<file path="config.mk">
export PLATFORM = sky130hd
export DESIGN_NAME = tpc_merge_flat
export DESIGN_NICKNAME = d
export VERILOG_FILES = /design/src/sv/tpc_pkg.sv /design/src/sv/tpc_if.sv /design/src/sv/tpc_merge.sv /design/src/flat_wrapper.sv
export VERILOG_INCLUDE_DIRS = /design/src /design/src/sv
export SDC_FILE = /design/constraint.sdc
export NUM_CORES = 1
export LEC_CHECK = 0
export BUFFER_PORTS_ARGS = -buffer_cell sky130_fd_sc_hd__buf_2
export CAP_MARGIN = 10
export CORE_AREA = 2 2 306 308
export CTS_CLUSTER_SIZE = 8
export DETAILED_ROUTE_END_ITERATION = 8
export DIE_AREA = 0 0 308 310
export SETUP_SLACK_MARGIN = 0.2
export SYNTH_ARGS = -nofsm -noshare
export SYNTH_HDL_FRONTEND = slang
export SYNTH_SLANG_ARGS = --single-unit
</file>
<file path="constraint.sdc">
create_clock -name clk -period 103.7 [get_ports clk]
set_input_delay 10.37 -clock clk [delete_from_list [all_inputs] [get_ports clk]]
set_output_delay 10.37 -clock clk [all_outputs]
set_load 0.02 [all_outputs]
</file>
<file path="src/sv/triangle_plane_clipper_top_macros.svh">
// Assertion macros for the triangle plane clipper.
// Used by tpc_merge in this folder; they need clk and arst_n in scope.
`ifndef TRIANGLE_PLANE_CLIPPER_TOP_MACROS_SVH
`define TRIANGLE_PLANE_CLIPPER_TOP_MACROS_SVH

// Same-cycle implication, checked outside reset.
`define TPC_ASSERT_IMP(lbl, ante, cons, msg) \
	lbl: assert property (@(posedge clk) disable iff (!arst_n) (ante) |-> (cons)) \
		else $error(msg);

// Next-cycle implication, checked outside reset.
`define TPC_ASSERT_NXT(lbl, ante, cons, msg) \
	lbl: assert property (@(posedge clk) disable iff (!arst_n) (ante) |=> (cons)) \
		else $error(msg);

`endif

</file>
<file path="src/sv/tpc_pkg.sv">
// Shared codes and types for the triangle plane clipper.
// No dependencies; tpc_merge and the top level refer to it by scoped names.
`default_nettype none
package tpc_pkg;

	localparam int NUM_REGS = 6;

	localparam logic [2:0] REG_PX = 3'd0;
	localparam logic [2:0] REG_PY = 3'd1;
	localparam logic [2:0] REG_PZ = 3'd2;
	localparam logic [2:0] REG_NX = 3'd3;
	localparam logic [2:0] REG_NY = 3'd4;
	localparam logic [2:0] REG_NZ = 3'd5;

	// How many vertices of the triangle lie on the inside of the plane.
	localparam logic [1:0] KIND_NONE = 2'd0;
	localparam logic [1:0] KIND_ONE  = 2'd1;
	localparam logic [1:0] KIND_TWO  = 2'd2;
	localparam logic [1:0] KIND_ALL  = 2'd3;

	typedef struct packed {
		logic       valid;
		logic [1:0] kind;
	} ctl_t;

endpackage
`default_nettype wire

</file>
<file path="src/sv/tpc_if.sv">
// Stream interfaces of the triangle plane clipper: triangle in, triangle out.
// Depends on nothing; used by the merge stage and the top level.
`default_nettype none


interface tpc_vout_if #(parameter int W = 32);
	logic valid;
	logic ready;
	logic [W-1:0] out_a_x, out_a_y, out_a_z;
	logic [W-1:0] out_b_x, out_b_y, out_b_z;
	logic [W-1:0] out_c_x, out_c_y, out_c_z;
	logic last_piece;

	modport source (output valid, out_a_x, out_a_y, out_a_z, out_b_x, out_b_y, out_b_z,
		out_c_x, out_c_y, out_c_z, last_piece, input ready);
	modport sink (input valid, out_a_x, out_a_y, out_a_z, out_b_x, out_b_y, out_b_z,
		out_c_x, out_c_y, out_c_z, last_piece, output ready);
endinterface
`default_nettype wire

</file>
<file path="src/sv/tpc_merge.sv">
// Assembles the result triangles from pass-through and new vertices and
// holds them in the output register. Depends on tpc_pkg, tpc_if and the assertion macros.
`default_nettype none
`include "triangle_plane_clipper_top_macros.svh"
module tpc_merge #(
	parameter int C = 32
) (
	input  wire logic               clk,
	input  wire logic               arst_n,
	input  wire tpc_pkg::ctl_t      ctl,
	input  wire logic [2:0][C-1:0]  pv [3],
	input  wire logic [2:0][C-1:0]  x0,
	input  wire logic [2:0][C-1:0]  x1,
	output logic                    en,
	tpc_vout_if.source              vout
);
	logic                 ovalid_q;
	logic                 sel_q;
	logic [1:0]           kind_q;
	logic [2:0][C-1:0]    tri0_q [3];
	logic [2:0][C-1:0]    tri1_q [3];
	logic [2:0][C-1:0]    tri0_d [3];
	logic [2:0][C-1:0]    tri1_d [3];
	logic                 last;
	logic                 load;

	always_comb begin
		tri0_d[0] = pv[0];
		tri0_d[1] = pv[1];
		tri0_d[2] = pv[2];
		tri1_d[0] = pv[1];
		tri1_d[1] = x0;
		tri1_d[2] = x1;
		case (ctl.kind)
			tpc_pkg::KIND_ONE: begin
				tri0_d[1] = x0;
				tri0_d[2] = x1;
			end
			tpc_pkg::KIND_TWO: begin
				tri0_d[2] = x0;
			end
			default: begin
			end
		endcase
	end

	assign last = sel_q || (kind_q != tpc_pkg::KIND_TWO);
	assign en   = !ovalid_q || (vout.ready && last);
	assign load = ctl.valid && (ctl.kind != tpc_pkg::KIND_NONE);

	always_ff @(posedge clk or negedge arst_n) begin
		if (!arst_n) begin
			ovalid_q <= 1'b0;
			sel_q    <= 1'b0;
			kind_q   <= tpc_pkg::KIND_NONE;
		end else if (en) begin
			ovalid_q <= load;
			sel_q    <= 1'b0;
			kind_q   <= ctl.kind;
		end else if (vout.ready) begin
			// First of two triangles taken; show the second.
			sel_q <= 1'b1;
		end
	end

	always_ff @(posedge clk) begin
		if (en && load) begin
			tri0_q <= tri0_d;
			tri1_q <= tri1_d;
		end
	end

	assign vout.valid      = ovalid_q;
	assign vout.last_piece = last;
	assign vout.out_a_x    = sel_q ? tri1_q[0][0] : tri0_q[0][0];
	assign vout.out_a_y    = sel_q ? tri1_q[0][1] : tri0_q[0][1];
	assign vout.out_a_z    = sel_q ? tri1_q[0][2] : tri0_q[0][2];
	assign vout.out_b_x    = sel_q ? tri1_q[1][0] : tri0_q[1][0];
	assign vout.out_b_y    = sel_q ? tri1_q[1][1] : tri0_q[1][1];
	assign vout.out_b_z    = sel_q ? tri1_q[1][2] : tri0_q[1][2];
	assign vout.out_c_x    = sel_q ? tri1_q[2][0] : tri0_q[2][0];
	assign vout.out_c_y    = sel_q ? tri1_q[2][1] : tri0_q[2][1];
	assign vout.out_c_z    = sel_q ? tri1_q[2][2] : tri0_q[2][2];

	`TPC_ASSERT_IMP(a_sel_two, sel_q, ovalid_q && (kind_q == tpc_pkg::KIND_TWO), "second triangle shown for a single-triangle request")
	`TPC_ASSERT_NXT(a_split, ovalid_q && vout.ready && !last, ovalid_q && sel_q, "second triangle lost after the first was taken")
	`TPC_ASSERT_NXT(a_load, en && load, ovalid_q && !sel_q, "result request not loaded into the output register")
	`TPC_ASSERT_NXT(a_empty, en && !load, !ovalid_q, "output register valid without a result request")
endmodule
`default_nettype wire

</file>
<file path="src/flat_wrapper.sv">
// flat-port wrapper written by rule: the top's interface ports become plain ports
module tpc_merge_flat 
#(
	parameter int C = 32
)
  (clk, arst_n, ctl, pv, x0, x1, en, vout_valid, vout_out_a_x, vout_out_a_y, vout_out_a_z, vout_out_b_x, vout_out_b_y, vout_out_b_z, vout_out_c_x, vout_out_c_y, vout_out_c_z, vout_last_piece, vout_ready);
  tpc_vout_if vout_i ();
  input  wire logic clk;
  input  wire logic arst_n;
  input  wire tpc_pkg::ctl_t ctl;
  input  wire logic [2:0][C-1:0] pv[3];
  input  wire logic [2:0][C-1:0] x0;
  input  wire logic [2:0][C-1:0] x1;
  output logic en;
  output wire logic [$bits(vout_i.valid)-1:0] vout_valid;
  output wire logic [$bits(vout_i.out_a_x)-1:0] vout_out_a_x;
  output wire logic [$bits(vout_i.out_a_y)-1:0] vout_out_a_y;
  output wire logic [$bits(vout_i.out_a_z)-1:0] vout_out_a_z;
  output wire logic [$bits(vout_i.out_b_x)-1:0] vout_out_b_x;
  output wire logic [$bits(vout_i.out_b_y)-1:0] vout_out_b_y;
  output wire logic [$bits(vout_i.out_b_z)-1:0] vout_out_b_z;
  output wire logic [$bits(vout_i.out_c_x)-1:0] vout_out_c_x;
  output wire logic [$bits(vout_i.out_c_y)-1:0] vout_out_c_y;
  output wire logic [$bits(vout_i.out_c_z)-1:0] vout_out_c_z;
  output wire logic [$bits(vout_i.last_piece)-1:0] vout_last_piece;
  input wire logic [$bits(vout_i.ready)-1:0] vout_ready;
  assign vout_valid = vout_i.valid;
  assign vout_out_a_x = vout_i.out_a_x;
  assign vout_out_a_y = vout_i.out_a_y;
  assign vout_out_a_z = vout_i.out_a_z;
  assign vout_out_b_x = vout_i.out_b_x;
  assign vout_out_b_y = vout_i.out_b_y;
  assign vout_out_b_z = vout_i.out_b_z;
  assign vout_out_c_x = vout_i.out_c_x;
  assign vout_out_c_y = vout_i.out_c_y;
  assign vout_out_c_z = vout_i.out_c_z;
  assign vout_last_piece = vout_i.last_piece;
  assign vout_i.ready = vout_ready;
  tpc_merge #(.C(C)) u_core (.clk(clk), .arst_n(arst_n), .ctl(ctl), .pv(pv), .x0(x0), .x1(x1), .en(en), .vout(vout_i));
endmodule
</file>
* Word-level counts from Yosys, hierarchy flattened
Cells that the tools add are included.
W data, S select, Z words.
** Word-level totals
- Register bits after elaboration :: 580
- Input port bits :: 486
- Output and inout bits :: 291
- Word-level logic and storage cells :: 45
** Operators by class
- Equality and inequality tests :: 3
- Multiplexer cells :: 13
- Reductions and logical operators :: 8
** Operators with widths (count)
- $mux W32 :: 9
- $pmux W96 S2 :: 1
- $mux W96 :: 1
- $reduce_bool A2 Y1 :: 2
- $logic_and A1 B1 Y1 :: 3
- $eq A2 B1 Y1 const B :: 1
- $eq A2 B2 Y1 const B :: 1
- $logic_or A1 B1 Y1 :: 2
- $mux W1 :: 2
- $ne A2 B2 Y1 const B :: 1
- $logic_not A1 Y1 :: 1

* Depth between registers and ports, before layout
Gate-level depths: netlist of the first run.
- Depth after elaboration :: 5
- Gate-level depth with buffers :: 7
- Depth with buffers taken out :: 4

* Worst setup path after synthesis of the first run
Ideal clock, no wire load.
- Kind :: input-to-reg
- Start :: input ctl[0] in the netlist's numbering
- End :: register u_core.tri0_q[0] in the netlist's numbering, enable pin
- Library setup time :: 2.228 ns
- Data arrival time :: 49.388 ns
- Data required time :: 101.472 ns
- Path slack :: 52.085 ns
- Stages :: 4
- Buffers on the path :: 0
- Path through :: inv_1 -> ha_1 -> nand2b_1 -> nor3_1
** On the way
- Longest elaborated chain between the ends :: 3
** Ends and longest elaborated chain
- start, declared :: line flat_wrapper.sv:10 : input wire tpc_pkg::ctl_t ctl;
- $reduce_bool A2 Y1 :: line tpc_merge.sv:49 : assign load = ctl.valid && (ctl.kind != tpc_pkg::KIND_NONE);
- $logic_and A1 B1 Y1 :: line tpc_merge.sv:49
- $logic_and A1 B1 Y1 :: line tpc_merge.sv:67 : if (en && load) begin
- end signal, assigned :: line tpc_merge.sv:68 : tri0_q <= tri0_d;
- end, declared :: line tpc_merge.sv:20 : logic [2:0][C-1:0] tri0_q [3];
Every way passes these cells.
A chain may end at the register's enable or synchronous reset.

* Final worst setup path of the first run
- Start :: input vout_ready
- End :: output en
** On the way
- Longest elaborated chain between the ends :: 2
** Ends and longest elaborated chain
- start, declared :: line flat_wrapper.sv:26 : input wire logic [$bits(vout_i.ready)-1:0] vout_ready;
- $logic_and A1 B1 Y1 :: line tpc_merge.sv:48 : assign en = !ovalid_q || (vout.ready && last);
- $logic_or A1 B1 Y1 :: line tpc_merge.sv:48
- end, declared :: line flat_wrapper.sv:14 : output logic en;
Every way passes these cells.

==> results of run 1 <==
[cells in the final DEF (no fill, tap or decap), drive strengths merged]
cell and count:
a21oi 96, a22oi 96, a32o 1, and4bb 1, buf 791, clkbuf 96, clkinv 3, clkinvlp 1
dfrtp 4, diode 6, edfxtp 576, ha 3, inv 5, mux2 384, nand2 1, nand2b 2
nand3b 2, nor2 98, nor2b 1, nor3 1, o21ai 1, o22a 1, o31ai 1
[cells by family after synthesis]
logic type | Yosys count | synth area share, %
buf+inv | 87 | 3.18
compound gates | 196 | 5.10
mux | 384 | 17.9
flops | 580 | 71.9
simple gates | 106 | 1.75
fa+ha+maj | 3 | 0.155
[critical path: stages]
cell and delay, ns:
sky130_fd_sc_hd__buf_2 0.14, sky130_fd_sc_hd__nor2b_1 0.30, sky130_fd_sc_hd__nor2_1 0.10, sky130_fd_sc_hd__buf_2 0.18
[metrics by stage]
| stage | instance area, µm² | cells | total power, mW |
|---|---|---|---|
| after floorplan | 24200 | 1356 | 0.415 |
| after global placement | 29000 | 3259 | 0.425 |
| after detailed placement | 29000 | 3259 | 0.428 |
| after CTS | 31200 | 3362 | 0.672 |
| after global routing | 31200 | 3367 | 0.688 |
| final | 31200 | 3368 | 0.663 |
[layout make-up]
class,instances,area share (%)
Antenna cell,6,0.0481
Clock buffer,96,6.94
Clock inverter,7,0.228
Inverter,2,0.0240
Multi-Input combinational cell,689,19.4
Sequential cell,580,55.7
Tap cell,1197,4.79
Timing Repair Buffer,791,12.9
[state kept, by name, summed over array words and instances, names as in the netlist]
register           count
u_core.sel_q           1
u_core.tri1_q        288
u_core.tri0_q        288
u_core.kind_q          2
u_core.vout.valid      1
[report_power, final]
part | switching, mW | internal [mW] | leakage (nW) | total [mW]
Clock | 0.0947 | 0.145 | 1.09 | 0.240
Sequential | 0.00619 | 0.286 | 5.43 | 0.292
Combinational | 0.0803 | 0.0502 | 5.13 | 0.131
Total | 0.181 | 0.481 | 11.7 | 0.663
[worst paths after layout]
kind | startpoint | to | slack, ns
max | vout_ready | en | 82.24
min in group asynchronous | arst_n | u_core.sel_q$_DFFE_PN0P_ | 9.54
max reg2reg | u_core.sel_q$_DFFE_PN0P_ | u_core.tri0_q[144]$_DFFE_PP_ | 99.33
min reg2reg | u_core.kind_q[1]$_DFFE_PN0P_ | u_core.kind_q[1]$_DFFE_PN0P_ | 0.60
min | u_core.kind_q[1]$_DFFE_PN0P_ | u_core.kind_q[1]$_DFFE_PN0P_ | 0.60
max in group asynchronous | arst_n | u_core.sel_q$_DFFE_PN0P_ | 94.02
[per-layer routing]
layer	vias up	part of all wire [%]	track usage [%]
li1	6907	-	-
met1	7636	37	14.7
met2	656	52	24.0
met3	118	8.3	4.67
met4	2	2.9	4.98
met5	-	0.029	0
==> load_flow_metrics.sql, run 1 <==
INSERT INTO impl_metrics (metric_group, metric, value, unit) VALUES
('finish', 'finalCoreUtilization', '33.8', '%'),
('floorplanning', 'rows', '112', ''),
('route', 'post_drt_wl_per_cell', '20.4', 'µm'),
('worst_setup_path', 'path_class', 'in2out', ''),
('timing', 'setup_ws', '82.24', 'ns'),
('timing', 'final_hold_viol_count', '0', ''),
('timing', 'fin_hold_ws', '0.596', 'ns'),
('run', 'timing.max_cap.violations', '0', ''),
('worst_hold_path', 'min_path_cells', '1', ''),
('global_routing', 'gr-usage-all-layers', '13.5', '%'),
('timing', 'worst-slew-pin-transition', '1.15', 'ns'),
('clock_network', 'clk_pin_slew_worst_paths', '0.05', 'ns'),
('global_routing', 'grt_overflow', '0', ''),
('outcome', 'status', 'finished clean', ''),
('worst_setup_path', 'critical_path_peak_fanout', '5', ''),
('timing', 'setup_violations', '0', ''),
('finish', 'multiInputGateArea', '6060', 'µm²'),
('global_routing', 'grt_pass1_wl', '97300', 'µm'),
('timing', 'period_share', '20.7', '%'),
('power', 'max-vdd-ir-drop', '0.0153', 'mV'),
('clock_network', 'clock_path_buffers', '3', ''),
('clock_network', 'clk_root_buffer_cell', 'sky130_fd_sc_hd__clkbuf_16', ''),
('placed_design', 'gp_congestion', '0.851', ''),
('clock_network', 'numClockSinks', '580', ''),
('route', 'postRouteWirelength', '68600', 'µm'),
('logic_synthesis', 'synth_top_area_share', '71.5', '%'),
('route', 'dr.pass1.iters', '5', ''),
('worst_setup_path', 'arrival', '11.09', 'ns'),
('timing', 'max_clock_freq', '46.6', 'MHz'),
('logic_synthesis', 'synth_cell_types', '24', ''),
('placed_design', 'post_detail_place_hpwl', '47200', 'µm'),
('worst_setup_path', 'worstPathRequired', '93.33', 'ns'),
('worst_hold_path', 'holdCritPathClass', 'reg2reg', ''),
('global_routing', 'antenna_violations_before_repair', '8', ''),
('logic_synthesis', 'synth.yosys.seq_area_share', '71.9', '%'),
('route', 'detail_route.iter0.violations', '1119', ''),
('logic_synthesis', 'synthMostInstantiatedCell', 'sky130_fd_sc_hd__edfxtp_1', ''),
('logic_synthesis', 'synth.ff_latch_count', '580', ''),
('timing', 'timing_max_transition_violations_final', '0', ''),
('logic_synthesis', 'synthesis.area', '24200', 'µm²'),
('timing', 'finClkSkew', '0.0168', 'ns'),
('worst_setup_path', 'worstSetupEndpointType', 'output port', ''),
('finish', 'synthToLayoutAreaGrowth', '29.2', '%'),
('floorplanning', 'die-width', '308', 'µm'),
('timing', 'grt_setup_unrepaired', 'false', ''),
('logic_synthesis', 'number_of_synthesized_flops_with_an_enable_pin', '576', ''),
('global_routing', 'first_global_vias', '16000', ''),
('route', 'route.antenna.remaining_nets', '0', ''),
('route', 'vias', '15300', ''),
('finish', 'layout.area.seq', '17400', 'µm²'),
('clock_network', 'clk_latency', '0.62', 'ns'),
('finish', 'layout-drive-gt1-share', '58.8', '%'),
('logic_synthesis', 'synth_async_sr_flop_share', '0.690', '%'),
('floorplanning', 'die_height', '310', 'µm'),
('worst_setup_path', 'timing.reg2reg.worst_path_depth', '5', ''),
('floorplanning', 'core-area', '92500', 'µm²'),
('route', 'vias_per_std_cell', '4.55', ''),
('logic_synthesis', 'synth_ff_type', 'sky130_fd_sc_hd__edfxtp_1', ''),
('clock_network', 'cts-buffers-inserted', '83', ''),
('clock_network', 'cts_hold_repair.buffers', '0', ''),
('clock_network', 'htree_num_levels', '3', ''),
('logic_synthesis', 'library_cell_with_the_largest_summed_area_after_synthesis', 'sky130_fd_sc_hd__edfxtp_1', ''),
('clock_network', 'cts.repair_timing.setup_buffer_count', '0', ''),
('placed_design', 'preCtsSetupSlack', '82.24', 'ns'),
('logic_synthesis', 'syn_inst', '1356', ''),
('clock_network', 'tritoncts', 'built', ''),
('route', 'drc', '0', ''),
('finish', 'filler_cell_count', '9056', ''),
('timing', 'final.min_clock_period', '21.46', 'ns'),
('logic_synthesis', 'netlist_top_cells_count', '576 x sky130_fd_sc_hd__edfxtp_1, 384 x sky130_fd_sc_hd__mux2_2, 98 x sky130_fd_sc_hd__nor2_1, 96 x sky130_fd_sc_hd__a21oi_1, 96 x sky130_fd_sc_hd__a22oi_1', ''),
('placed_design', 'buffer_ports.inserted', '776', '');
(Power assumes the default switching activity.)
==> inputs of run 2 (changes only) <==
==> constraint.sdc (replaced) <==
create_clock -name clk -period 19.7 [get_ports clk]
set_input_delay 1.97 -clock clk [delete_from_list [all_inputs] [get_ports clk]]
set_output_delay 1.97 -clock clk [all_outputs]
set_load 0.02 [all_outputs]
==> run 2 against run 1 <==
  * Final area barely moved
  * Wire length rose by 0.44%
  * Clock power rose to 5.3 times the previous value
  * Hold slack got worse by 0.039 ns
  * Largest power group unchanged
==> load_flow_metrics.sql, run 2 (synthesized netlist as in run 1, its figures left out) <==
INSERT INTO impl_metrics (metric_group, metric, value, unit) VALUES
('route', 'drc', '0', ''),
('timing', 'worst-slew-pin-transition', '1.13', 'ns'),
('finish', 'most_common_cell_after_layout_fill_and_taps_aside', 'sky130_fd_sc_hd__buf_2', ''),
('worst_hold_path', 'worstHoldStart', 'u_core.kind_q[1]$_DFFE_PN0P_', ''),
('timing', 'final_hold_viol_count', '0', ''),
('worst_setup_path', 'ff2ff_setup_slack', '14.41', 'ns'),
('clock_network', 'htree_num_levels', '3', ''),
('route', 'vias_per_std_cell', '4.52', ''),
('global_routing', 'grt_pass1_wl', '96900', 'µm'),
('finish', 'final_cell_count_no_fill', '3374', ''),
('floorplanning', 'core-area', '92500', 'µm²'),
('timing', 'period_share', '30.3', '%'),
('power', 'leakagePower', '11.7', 'nW'),
('finish', 'fin_area', '31300', 'µm²'),
('route', 'detail_route.iter0.violations', '1055', ''),
('route', 'route.antenna.remaining_nets', '0', ''),
('worst_setup_path', 'worstPathRequired', '19.92', 'ns'),
('power', 'p_total', '3.48', 'mW'),
('global_routing', 'gr-usage-all-layers', '13.5', '%'),
('power', 'max-vdd-ir-drop', '0.0671', 'mV'),
('worst_setup_path', 'crit_path_frequent_cell', 'sky130_fd_sc_hd__buf_4', ''),
('global_routing', 'antenna_violations_before_repair', '18', ''),
('placed_design', 'placed_cell_area', '29000', 'µm²'),
('timing', 'timing_max_transition_violations_final', '0', ''),
('worst_setup_path', 'critical_path.startpoint_type', 'primary input', ''),
('worst_setup_path', 'arrival', '6.20', 'ns'),
('timing', 'max_clock_freq', '167', 'MHz'),
('outcome', 'status', 'finished clean', ''),
('floorplanning', 'rows', '112', ''),
('worst_setup_path', 'path_class', 'in2reg', ''),
('global_routing', 'grt_overflow', '0', ''),
('floorplanning', 'initial_core_utilization', '26.1', '%'),
('timing', 'setup_ws', '13.72', 'ns'),
('finish', 'finalCoreUtilization', '33.8', '%'),
('power', 'power-per-cell-area', '111', 'nW/µm²'),
('worst_setup_path', 'worstSetupEndpointType', 'register', ''),
('finish', 'layout.area.seq', '17400', 'µm²'),
('clock_network', 'cts.repair_timing.setup_buffer_count', '0', ''),
('clock_network', 'tritoncts', 'built', ''),
('worst_setup_path', 'timing.critical_path.buf_inv', '6', ''),
('worst_setup_path', 'worst_r2r_endpoint', 'u_core.tri1_q[151]$_DFFE_PP_', ''),
('timing', 'fin_hold_ws', '0.558', 'ns'),
('floorplanning', 'ios', '777', ''),
('worst_setup_path', 'timing.critical_path.max_delay_family', 'buffers and inverters', ''),
('clock_network', 'cts_resized', '0', ''),
('floorplanning', 'die_area', '95500', 'µm²'),
('route', 'vias', '15300', ''),
('clock_network', 'cts_hold_repair.buffers', '0', ''),
('placed_design', 'post_detail_place_hpwl', '48600', 'µm'),
('finish', 'layout_common_cells', '776 x sky130_fd_sc_hd__buf_2, 576 x sky130_fd_sc_hd__edfxtp_1, 384 x sky130_fd_sc_hd__mux2_2', ''),
('route', 'postRouteWirelength', '68900', 'µm'),
('run', 'timing.max_cap.violations', '0', ''),
('worst_setup_path', 'critical_path_peak_fanout', '86', ''),
('clock_network', 'cts-buffers-inserted', '82', ''),
('timing', 'slew_limit_headroom', '25.0', '%'),
('clock_network', 'clk_latency', '0.62', 'ns'),
('worst_setup_path', 'cp_cell_sequence', 'buf_2 -> inv_1 -> ha_4 -> nand2b_1 -> nor3_4 -> buf_4 -> buf_4 -> buf_4 -> buf_4', ''),
('clock_network', 'numClockSinks', '580', ''),
('finish', 'layout-drive-gt1-share', '58.8', '%'),
('timing', 'setup_violations', '0', ''),
('worst_hold_path', 'hold-path-endpoint', 'u_core.kind_q[1]$_DFFE_PN0P_', ''),
('floorplanning', 'die_height', '310', 'µm'),
('finish', 'design.final.nets', '2638', ''),
('route', 'post_drt_wl_per_cell', '20.4', 'µm'),
('finish', 'largestRegisters', 'u_core.tri0_q (288), u_core.tri1_q (288), u_core.kind_q (2)', ''),
('floorplanning', 'die-width', '308', 'µm'),
('worst_setup_path', 'critical_path.reg2reg.startpoint', 'u_core.sel_q$_DFFE_PN0P_', ''),
('clock_network', 'clock_path_buffers', '3', ''),
('placed_design', 'preCtsSetupSlack', '13.11', 'ns'),
('placed_design', 'buffer_ports.inserted', '776', ''),
('worst_hold_path', 'holdCritPathClass', 'reg2reg', ''),
('timing', 'fin_tns_setup', '0', 'ns'),
('finish', 'synthToLayoutAreaGrowth', '29.2', '%'),
('timing', 'grt_setup_unrepaired', 'false', ''),
('global_routing', 'pin_count_of_the_biggest_net_entering_global_routing', '87', ''),
('worst_setup_path', 'timing.reg2reg.worst_path_depth', '6', ''),
('worst_hold_path', 'min_path_cells', '1', ''),
('timing', 'final.min_clock_period', '5.98', 'ns'),
('clock_network', 'clk_root_buffer_cell', 'sky130_fd_sc_hd__clkbuf_16', ''),
('clock_network', 'clk_pin_slew_worst_paths', '0.05', 'ns'),
('route', 'dr.pass1.iters', '5', ''),
('placed_design', 'gp_congestion', '0.842', ''),
('finish', 'multiInputGateArea', '6070', 'µm²'),
('worst_setup_path', 'critical_path_cell_with_the_highest_stage_delay', 'sky130_fd_sc_hd__buf_4', ''),
('worst_setup_path', 'critPathMaxStageDelay', '0.94', 'ns'),
('timing', 'finClkSkew', '0.0167', 'ns'),
('finish', 'filler_cell_count', '9029', ''),
('placed_design', 'place_inst', '3262', ''),
('global_routing', 'first_global_vias', '15700', '');
[run 2: area by class of cell]
| class | count | area share (%) |
|---|---|---|
| flip-flops and latches | 580 | 55.7 |
| multi-input cells | 689 | 19.4 |
| repair buffers | 794 | 12.9 |
| clock buffers | 94 | 6.91 |
| well taps | 1197 | 4.79 |
| clock inverters | 5 | 0.220 |
| diodes | 13 | 0.104 |
| inverters | 2 | 0.0240 |
[run 2: worst max path at each step]
stage	start	end	slack, ns	cells past startpoint
finish	ctl[0]	u_core.tri1_q[151]$_DFFE_PP_	13.72	9
detailed placement	ctl[0]	u_core.tri1_q[145]$_DFFE_PP_	13.11	9
floorplan	ctl[0]	u_core.tri0_q[0]$_DFFE_PP_	3.24	4
CTS	u_core.sel_q$_DFFE_PN0P_	vout_out_b_z[27]	13.73	4
global route	ctl[0]	u_core.tri1_q[142]$_DFFE_PP_	13.49	9
global placement	ctl[0]	u_core.tri0_q[147]$_DFFE_PP_	13.28	9
[run 2: report_power, final]
part,internal (mW),leakage (nW),switching (mW),total (mW)
sequential,1.50,5.43,0.0330,1.54
clock,0.762,1.09,0.495,1.26
combinational,0.264,5.14,0.426,0.690
[run 2: layer usage]
layer / wire [µm] / up-vias / track usage [%] / share of wire, %
met5: 28 / - / 0 / 0.041
met4: 1930 / 4 / 5.96 / 2.8
met3: 5880 / 115 / 4.44 / 8.5
met2: 34900 / 693 / 23.2 / 51
met1: 26100 / 7512 / 15.3 / 38
li1: - / 6941 / - / -
[run 2: worst register-to-register path: cells and delay by family, from the launching register on]
family,cells,cell delay (ns)
buffers and inverters,4,3.37
and+or+nand+nor,2,0.57
DFF,1,0.84
